**config.mk**
```make
export PLATFORM = sky130hd
export DESIGN_NAME = display_app_carousel_sequencer
export DESIGN_NICKNAME = d
export VERILOG_FILES = /design/src/dacs_pkg.sv /design/src/dacs_cfg.sv /design/src/dacs_step.sv /design/src/display_app_carousel_sequencer.sv
export VERILOG_INCLUDE_DIRS = /design/src /design/src/src
export SDC_FILE = /design/constraint.sdc
export NUM_CORES = 1
export LEC_CHECK = 0
export BUFFER_PORTS_ARGS = -buffer_cell sky130_fd_sc_hd__clkbuf_2
export CORE_ASPECT_RATIO = 0.6
export CORE_MARGIN = 5
export CORE_UTILIZATION = 30
export CTS_BUF_LIST = sky130_fd_sc_hd__clkbuf_8
export CTS_CLUSTER_SIZE = 14
export DETAILED_ROUTE_END_ITERATION = 8
export GPL_TIMING_DRIVEN = 0
export PLACE_DENSITY = 0.53
export SYNTH_ARGS = -nofsm -noshare
export SYNTH_HDL_FRONTEND = slang
export SYNTH_SLANG_ARGS = --single-unit
```
**constraint.sdc**
```tcl
create_clock -name clk -period 8.1 [get_ports clk]
set_clock_uncertainty 0.15 [all_clocks]
set_input_delay 0.405 -clock clk [delete_from_list [all_inputs] [get_ports clk]]
set_output_delay 0.405 -clock clk [all_outputs]
set_load 0.005 [all_outputs]
```
**src/display_app_carousel_sequencer_assert.svh**
```systemverilog
// Assertion macros shared by the carousel sequencer RTL.
// Every check is sampled on the rising edge of clk and is off while rst_n is low.
`ifndef DISPLAY_APP_CAROUSEL_SEQUENCER_ASSERT_SVH
`define DISPLAY_APP_CAROUSEL_SEQUENCER_ASSERT_SVH

// A property that must hold at every sampled edge.
`define DACS_ASSERT(label, prop, msg) \
    label: assert property (@(posedge clk) disable iff (!rst_n) (prop)) else $error(msg);

// A condition whose consequence must hold in the next cycle.
`define DACS_ASSERT_NEXT(label, ante, cons, msg) \
    label: assert property (@(posedge clk) disable iff (!rst_n) (ante) |=> (cons)) \
        else $error(msg);

`endif

```
**src/dacs_pkg.sv**
```systemverilog
// ---------------------------------------------------------------------------
// Carousel sequencer package
// Widths, codes, payload types and the neighbor function of the sequencer.
// ---------------------------------------------------------------------------
package dacs_pkg;

    localparam int MAX_APPS   = 32;
    localparam int COUNT_BITS = 16;
    localparam int APP_BITS   = 5;
    localparam int APP_CNT_W  = 6;
    localparam int TARGET_W   = 8;
    localparam int SKIP_W     = 8;
    localparam int CFG_IDX_W  = 2;
    localparam int CFG_DATA_W = 16;

    localparam logic [APP_CNT_W-1:0]  APP_COUNT_RST       = '0;
    localparam logic [COUNT_BITS-1:0] TICKS_PER_APP_RST   = 16'd150;
    localparam logic [COUNT_BITS-1:0] TICKS_PER_TRANS_RST = 16'd15;
    localparam logic [APP_CNT_W-1:0]  MAX_APPS_CNT        = APP_CNT_W'(MAX_APPS);
    localparam logic [COUNT_BITS-1:0] COUNT_MAX           = '1;

    typedef enum logic [2:0] {
        ACT_TICK     = 3'd0,
        ACT_NEXT     = 3'd1,
        ACT_PREV     = 3'd2,
        ACT_JUMP     = 3'd3,
        ACT_GOTO     = 3'd4,
        ACT_RESET    = 3'd5,
        ACT_FORWARD  = 3'd6,
        ACT_BACKWARD = 3'd7
    } dacs_action_t;

    typedef enum logic [CFG_IDX_W-1:0] {
        CFG_APP_COUNT       = 2'd0,
        CFG_TICKS_PER_APP   = 2'd1,
        CFG_TICKS_PER_TRANS = 2'd2,
        CFG_AUTO_ENABLE     = 2'd3
    } dacs_cfg_idx_t;

    typedef struct packed {
        logic [APP_CNT_W-1:0]  app_count;
        logic [COUNT_BITS-1:0] ticks_per_app;
        logic [COUNT_BITS-1:0] ticks_per_trans;
        logic                  auto_enable;
    } dacs_cfg_t;

    typedef struct packed {
        dacs_action_t        action;
        logic [TARGET_W-1:0] target_app;
        logic [SKIP_W-1:0]   skipped_ticks;
    } dacs_in_t;

    typedef struct packed {
        logic [APP_BITS-1:0]   current_app;
        logic [APP_BITS-1:0]   next_app;
        logic                  transitioning;
        logic [COUNT_BITS-1:0] tick_count;
        logic                  backward;
        logic                  switched;
    } dacs_out_t;

    typedef struct packed {
        logic                  phase;
        logic [APP_BITS-1:0]   current_index;
        logic [COUNT_BITS-1:0] tick_counter;
        logic                  dir_backward;
        logic                  manual_flag;
        logic                  pending_valid;
        logic [APP_BITS-1:0]   pending_index;
    } dacs_state_t;

    // App that follows the current one: the pending target if set, otherwise
    // the wrapped neighbor in the current direction.
    function automatic logic [APP_BITS-1:0] dacs_neighbor(
        input logic [APP_CNT_W-1:0] n,
        input dacs_state_t          st
    );
        logic [APP_CNT_W-1:0] cur_ext;
        logic [APP_BITS-1:0]  result;
        cur_ext = {1'b0, st.current_index};
        result  = '0;
        if (st.pending_valid) begin
            result = st.pending_index;
        end else if (n == '0) begin
            result = '0;
        end else if (st.dir_backward) begin
            if (cur_ext == '0) begin
                result = APP_BITS'(n - 1'b1);
            end else if ((cur_ext - 1'b1) >= n) begin
                result = '0;
            end else begin
                result = APP_BITS'(cur_ext - 1'b1);
            end
        end else begin
            if ((cur_ext + 1'b1) >= n) begin
                result = '0;
            end else begin
                result = APP_BITS'(cur_ext + 1'b1);
            end
        end
        return result;
    endfunction

endpackage

```
**src/dacs_cfg.sv**
```systemverilog
// ---------------------------------------------------------------------------
// Carousel sequencer configuration registers
// Holds the rotation size, the dwell and transition lengths and the auto flag.
// ---------------------------------------------------------------------------
module dacs_cfg (
    input  logic                              clk,
    input  logic                              rst_n,
    input  logic                              cfg_we,
    input  logic [dacs_pkg::CFG_IDX_W-1:0]    cfg_index,
    input  logic [dacs_pkg::CFG_DATA_W-1:0]   cfg_data,
    output dacs_pkg::dacs_cfg_t               cfg
);
    import dacs_pkg::*;

    dacs_cfg_t cfg_reg;
    dacs_cfg_t cfg_next;

    always_comb
    begin
        cfg_next = cfg_reg;
        if (cfg_we)
        begin
            case (dacs_cfg_idx_t'(cfg_index))
                CFG_APP_COUNT:       cfg_next.app_count       = cfg_data[APP_CNT_W-1:0];
                CFG_TICKS_PER_APP:   cfg_next.ticks_per_app   = cfg_data[COUNT_BITS-1:0];
                CFG_TICKS_PER_TRANS: cfg_next.ticks_per_trans = cfg_data[COUNT_BITS-1:0];
                CFG_AUTO_ENABLE:     cfg_next.auto_enable     = cfg_data[0];
                default:             cfg_next = cfg_reg;
            endcase
        end
    end

    always_ff @(posedge clk or negedge rst_n)
    begin
        if (!rst_n)
        begin
            cfg_reg.app_count       <= APP_COUNT_RST;
            cfg_reg.ticks_per_app   <= TICKS_PER_APP_RST;
            cfg_reg.ticks_per_trans <= TICKS_PER_TRANS_RST;
            cfg_reg.auto_enable     <= 1'b0;
        end
        else
        begin
            cfg_reg <= cfg_next;
        end
    end

    assign cfg = cfg_reg;

endmodule

```
**src/dacs_step.sv**
```systemverilog
// ---------------------------------------------------------------------------
// Carousel sequencer event logic
// Applies one event to the sequencer state and forms the result item.
// ---------------------------------------------------------------------------
module dacs_step (
    input  dacs_pkg::dacs_cfg_t   cfg,
    input  dacs_pkg::dacs_state_t state,
    input  dacs_pkg::dacs_in_t    item,
    output dacs_pkg::dacs_state_t state_next,
    output dacs_pkg::dacs_out_t   result
);
    import dacs_pkg::*;

    logic [APP_CNT_W-1:0]  n_eff;
    logic [COUNT_BITS:0]   tick_sum;
    logic [COUNT_BITS-1:0] tick_sat;
    logic                  target_ok;
    logic [APP_BITS-1:0]   target_idx;
    logic                  switched;

    // Values above the rotation limit act as the limit.
    assign n_eff = (cfg.app_count > MAX_APPS_CNT) ? MAX_APPS_CNT : cfg.app_count;

    // Skipped ticks (only with auto enabled) and the tick itself in one saturating add.
    assign tick_sum = {1'b0, state.tick_counter}
                    + (cfg.auto_enable ? (COUNT_BITS+1)'(item.skipped_ticks) : '0)
                    + (COUNT_BITS+1)'(1);
    assign tick_sat = tick_sum[COUNT_BITS] ? COUNT_MAX : tick_sum[COUNT_BITS-1:0];

    assign target_ok  = {{(TARGET_W-APP_CNT_W){1'b0}}, n_eff} > item.target_app;
    assign target_idx = item.target_app[APP_BITS-1:0];

    always_comb
    begin
        state_next = state;
        switched   = 1'b0;
        case (item.action)
            ACT_TICK:
            begin
                state_next.tick_counter = tick_sat;
                if (n_eff != '0)
                begin
                    if (state.phase)
                    begin
                        if (tick_sat >= cfg.ticks_per_trans)
                        begin
                            state_next.current_index = dacs_neighbor(n_eff, state);
                            state_next.phase         = 1'b0;
                            state_next.tick_counter  = '0;
                            state_next.pending_valid = 1'b0;
                        end
                    end
                    else
                    begin
                        // The first fixed tick after a manual event restores forward travel.
                        if (state.manual_flag)
                        begin
                            state_next.dir_backward = 1'b0;
                            state_next.manual_flag  = 1'b0;
                        end
                        if (cfg.auto_enable && (tick_sat >= cfg.ticks_per_app))
                        begin
                            state_next.phase        = 1'b1;
                            state_next.tick_counter = '0;
                        end
                    end
                end
            end
            ACT_NEXT, ACT_PREV:
            begin
                if (!state.phase)
                begin
                    state_next.manual_flag  = 1'b1;
                    state_next.phase        = 1'b1;
                    state_next.tick_counter = '0;
                    state_next.dir_backward = (item.action == ACT_PREV);
                end
            end
            ACT_JUMP:
            begin
                if (target_ok)
                begin
                    state_next.tick_counter = '0;
                    if (target_idx != state.current_index)
                    begin
                        state_next.phase         = 1'b0;
                        state_next.current_index = target_idx;
                        switched                 = 1'b1;
                    end
                end
            end
            ACT_GOTO:
            begin
                if (target_ok)
                begin
                    state_next.tick_counter = '0;
                    if (target_idx != state.current_index)
                    begin
                        state_next.pending_valid = 1'b1;
                        state_next.pending_index = target_idx;
                        state_next.manual_flag   = 1'b1;
                        state_next.phase         = 1'b1;
                        state_next.dir_backward  = (target_idx < state.current_index);
                    end
                end
            end
            ACT_RESET:
            begin
                state_next.current_index = '0;
                state_next.tick_counter  = '0;
                state_next.phase         = 1'b0;
            end
            ACT_FORWARD:  state_next.dir_backward = 1'b0;
            ACT_BACKWARD: state_next.dir_backward = 1'b1;
            default:      state_next = state;
        endcase
    end

    always_comb
    begin
        result.current_app   = state_next.current_index;
        result.next_app      = dacs_neighbor(n_eff, state_next);
        result.transitioning = state_next.phase;
        result.tick_count    = state_next.tick_counter;
        result.backward      = state_next.dir_backward;
        result.switched      = switched;
    end

endmodule

```
**src/display_app_carousel_sequencer.sv**
```systemverilog
// Flow: an accepted event sits in the input register until the result register is
// free or drains, and the event logic then loads the result register.
// Throughput: one event per cycle unless out_ready holds the result register.
// Reset: asynchronous, active low; state clears to the fixed phase on app 0 and
// the configuration registers return to their defaults. No clearing pass.
// ---------------------------------------------------------------------------
// Display app carousel sequencer
// Chooses the displayed app of a rotation from tick, step, jump, go-to, reset and direction events.
// ---------------------------------------------------------------------------
module display_app_carousel_sequencer (
    input  logic                            clk,
    input  logic                            rst_n,
    input  logic                            cfg_we,
    input  logic [dacs_pkg::CFG_IDX_W-1:0]  cfg_index,
    input  logic [dacs_pkg::CFG_DATA_W-1:0] cfg_data,
    input  logic                            in_valid,
    output logic                            in_ready,
    input  dacs_pkg::dacs_in_t              in_item,
    output logic                            out_valid,
    input  logic                            out_ready,
    output dacs_pkg::dacs_out_t             out_item
);
    import dacs_pkg::*;

    `include "display_app_carousel_sequencer_assert.svh"

    dacs_cfg_t   cfg;
    dacs_state_t state_reg;
    dacs_state_t state_next;
    dacs_in_t    in_item_reg;
    logic        in_valid_reg;
    dacs_out_t   result_next;
    dacs_out_t   out_item_reg;
    logic        out_valid_reg;
    logic        step_go;
    logic        jump_mid_trans;

    dacs_cfg u_cfg (
        .clk       (clk),
        .rst_n     (rst_n),
        .cfg_we    (cfg_we),
        .cfg_index (cfg_index),
        .cfg_data  (cfg_data),
        .cfg       (cfg)
    );

    dacs_step u_step (
        .cfg        (cfg),
        .state      (state_reg),
        .item       (in_item_reg),
        .state_next (state_next),
        .result     (result_next)
    );

    // The registered event moves on whenever the result register is free or drains.
    assign step_go  = in_valid_reg && (!out_valid_reg || out_ready);
    assign in_ready = !in_valid_reg || step_go;

    always_ff @(posedge clk or negedge rst_n)
    begin
        if (!rst_n)
        begin
            in_valid_reg  <= 1'b0;
            out_valid_reg <= 1'b0;
            state_reg     <= '0;
        end
        else
        begin
            if (in_ready)
            begin
                in_valid_reg <= in_valid;
            end
            if (step_go)
            begin
                out_valid_reg <= 1'b1;
                state_reg     <= state_next;
            end
            else if (out_ready)
            begin
                out_valid_reg <= 1'b0;
            end
        end
    end

    always_ff @(posedge clk)
    begin
        if (in_valid && in_ready)
        begin
            in_item_reg <= in_item;
        end
        if (step_go)
        begin
            out_item_reg <= result_next;
        end
    end

    assign out_valid = out_valid_reg;
    assign out_item  = out_item_reg;

    assign jump_mid_trans = out_valid_reg && out_item_reg.switched
                          && out_item_reg.transitioning;

    `DACS_ASSERT_NEXT(a_held_event_kept, in_valid_reg && !step_go, in_valid_reg, "event lost")
    `DACS_ASSERT_NEXT(a_step_gives_result, step_go, out_valid_reg, "event gave no result")
    `DACS_ASSERT_NEXT(a_state_only_on_step, !step_go, $stable(state_reg), "stray state change")
    `DACS_ASSERT(a_jump_is_fixed, !jump_mid_trans, "switching jump left a transition running")

endmodule
```
==> flow_metrics.env <==
export IMPL_run_status="finished, final reports clean"
export IMPL_synth_top_cell_area_share_pct=20.02
export IMPL_timing_setup_critical_path_class="reg2reg"
export IMPL_dominantRegCellSynth="sky130_fd_sc_hd__dfrtp_1"
export IMPL_synth_async_sr_flop_share_pct=59.66
export IMPL_post_cts_setup_buffer_count=0
export IMPL_fillerInstances=2602
export IMPL_detailedRoute_firstPassIterationCount=5
export IMPL_power_per_cell_area_nw_per_um2=236.1
export IMPL_place_congestion=0.8836
export IMPL_max_slew_margin_pct=32.98
export IMPL_buffer_ports_inserted=72
export IMPL_layout_core_utilization_pct=36.62
export IMPL_static_leakage_power_nw=4.275
export IMPL_antennaDiodeCount=0
export IMPL_cap_viol_max_count=0
export IMPL_syn_mean_instance_area_um2=9.918
export IMPL_grt_max_degree=59
export IMPL_worst_ep_required_time_ns=8.23
export IMPL_finalCriticalPeriod_ns=7.431
export IMPL_p_r_area_growth_vs_syn_pct=18.86
export IMPL_crit_fanout=12
export IMPL_drt_iter0_markers=494
export IMPL_wire_length_of_the_first_global_routing_pass_mm=36.20
export IMPL_drc_errors=0
export IMPL_routed_via_density=5.015
export IMPL_ant_nets=0
export IMPL_worst_pin_slew_ns=1.005
export IMPL_cell_repeated_most_along_the_worst_path="sky130_fd_sc_hd__nand2_1"
export IMPL_ys_seq_elements=119
export IMPL_synth_edf_count=48
export IMPL_yosysWarningCount=0
export IMPL_clk_path_buf_depth=2
export IMPL_sequential_share_of_the_synthesized_area_pct=40.99
export IMPL_final_nets=1029
export IMPL_synth_most_common_cell="sky130_fd_sc_hd__nand2_1"
export IMPL_cp_end_kind="register"
export IMPL_post_synth_instance_area_um2=7875
export IMPL_chipWidth_um=219.2
export IMPL_crit_arrival_ns=7.57
export IMPL_synthCells=794
export IMPL_antenna_violations_before_repair=0
export IMPL_vias=6379
export IMPL_route_detailed_wl_per_inst_um=18.22
export IMPL_via_count_of_the_first_global_routing_pass=6141
export IMPL_postRouteWirelength_mm=23.17
export IMPL_worst_skew_pair_late_latency_ns=0.46
export IMPL_largest_register_ffs=39
export IMPL_tritoncts_num_buffers=17
export IMPL_core_region_area_um2=25560
export IMPL_clock_tree_from_tritoncts="done"
export IMPL_rsz_0062_raised_after_global_routing="false"
export IMPL_yosysUniqueCellTypes=85
export IMPL_synth_top_cells_by_count="sky130_fd_sc_hd__nand2_1, sky130_fd_sc_hd__ha_1, sky130_fd_sc_hd__inv_1"
export IMPL_synthTopCellsByArea="sky130_fd_sc_hd__dfrtp_1, sky130_fd_sc_hd__edfxtp_1, sky130_fd_sc_hd__ha_1"
export IMPL_setup_worst_path_start_class="register"
export IMPL_timing_max_transition_violations_final=0
export IMPL_slowest_delay_ns=0.53
export IMPL_dieArea_um2=29700
export IMPL_max_clock_freq_mhz=134.6
export IMPL_place_detailed_hpwl_mm=18.23
export IMPL_die_height_um=135.5
export IMPL_hold_violations=0
export IMPL_placementRows=45
export IMPL_initial_core_util_pct=30.81
export IMPL_clkSlewWorstSetupHoldPaths_ns=0.09
export IMPL_peak_supply_drop_mv=0.1067
export IMPL_grt_remaining_overflow=0
export IMPL_h_tree_depth=4
export IMPL_clock_tree_root_cell="sky130_fd_sc_hd__clkbuf_8"
export IMPL_io_pin_count=73
export IMPL_numClockSinks=119
export IMPL_track_usage_pct=16.04
export IMPL_syn_nets=916
export IMPL_cp_slowest_cell="sky130_fd_sc_hd__dfrtp_1"
export IMPL_synth_top_area_cell="sky130_fd_sc_hd__dfrtp_1"
export IMPL_final_setup_viol_count=0
export IMPL_fin_crit_sh_pct=91.74
export IMPL_drive_above_1_share_pct=19.89
export IMPL_tns_ns=0
export IMPL_hold_class="in2reg"
path summary, 6_finish.rpt:
kind                          startpoint       endpoint  slack, ns  depth (start not counted)
setup / recovery            u_cfg.cfg[0]   out_item[19]       0.67                         34
hold / removal              cfg_data[11]  u_cfg.cfg[28]       0.05                          2
setup reg to reg            u_cfg.cfg[0]   out_item[19]       0.67                         34
hold reg to reg            u_cfg.cfg[30]  u_cfg.cfg[30]       0.36                          1
max in group asynchronous          rst_n  u_cfg.cfg[18]       6.93                          3
min in group asynchronous          rst_n   state_reg[4]       0.23                          2
routing by layer:
layer	GRT usage, %	share of wire (%)	wire, µm
met5	0	0	0
met4	2.475	0.54	125
met3	5.763	8.9	2073
met2	18.83	34	7811
met1	26.91	57	13160
critical path, delay by kind of cell, from the launching register on:
kind / cells / cell delay (ns)
AO/OA/AOI/OAI: 11 / 2.33
adder cells (fa/ha/maj): 5 / 1.56
AND/OR/NAND/NOR: 10 / 1.15
buffers and inverters: 6 / 0.98
multiplexers: 2 / 0.55
flip-flops: 1 / 0.53
kinds of logic (layout without fill, tap and decap cells):
logic type               after synthesis  after routing  share of synthesized area [%]
adder cells (fa/ha/maj)               80             80                          12.81
flip-flops                           119            119                          40.99
multiplexers                          45             45                          6.371
AO/OA/AOI/OAI                        201            201                          18.16
AND/OR/NAND/NOR                      225            225                          14.16
buffers and inverters                102            228                          5.068
XOR/XNOR                              22             22                          2.447
area by class of cell:
class                      instances  area (µm²)  area share, %
buffer                            26       117.6          1.257
tap                              352       440.4          4.705
inverter                          75       281.5          3.008
clock inverter                    15       178.9          1.912
sequential                       119        3228          34.49
clock buffer                      17       234.0          2.500
timing repair buffer              95       628.1          6.710
multi-input combinational        573        4252          45.42
cells in the final DEF, fill, tap and decap left out, types with 12 or more instances in the layout:
cell,n
sky130_fd_sc_hd__xnor2_1,13
sky130_fd_sc_hd__mux2_2,38
sky130_fd_sc_hd__edfxtp_1,48
sky130_fd_sc_hd__o21ai_0,35
sky130_fd_sc_hd__clkbuf_8,17
sky130_fd_sc_hd__a21o_1,22
sky130_fd_sc_hd__o21ai_1,21
sky130_fd_sc_hd__and2_1,12
sky130_fd_sc_hd__nor2_1,34
sky130_fd_sc_hd__ha_1,79
sky130_fd_sc_hd__clkbuf_2,74
sky130_fd_sc_hd__inv_1,74
sky130_fd_sc_hd__nor3_1,13
sky130_fd_sc_hd__nand2_1,86
sky130_fd_sc_hd__clkbuf_1,14
sky130_fd_sc_hd__dfrtp_1,63
sky130_fd_sc_hd__a22o_1,13
sky130_fd_sc_hd__a21oi_1,28
sky130_fd_sc_hd__nand3_1,22
sky130_fd_sc_hd__dlygate4sd3_1,21
timing repair:
action                                  4_1_cts  5_1_grt
endpoints found under the setup margin        0        5
resized for setup                             0        5
endpoints found under the hold margin        31        2
hold buffers                                 19        2
power breakdown:
| group | switching, W | internal (W) |
|---|---|---|
| sequential | 0.0000608 | 0.000725 |
| clock | 0.000270 | 0.000304 |
| combinational | 0.000500 | 0.000349 |
| total | 0.000831 | 0.00138 |
stage by stage:
stage	std cells	total power [W]	area (µm²)	setup slack, ns	hold WS, ns
4_1_cts	1271	0.002211	9338	0.2775	0.005119
2_1_floorplan	794	0.001357	7875	1.462	-0.04059
5_1_grt	1272	0.002378	9360	0.08181	0.01538
6_report	1272	0.002210	9360	0.6692	0.04659
3_5_place_dp	1220	0.001618	8735	0.2991	0.1925
3_3_place_gp	1218	0.001606	8676	0.2879	0.3371
Note: power is estimated with default switching activity, not from simulation.
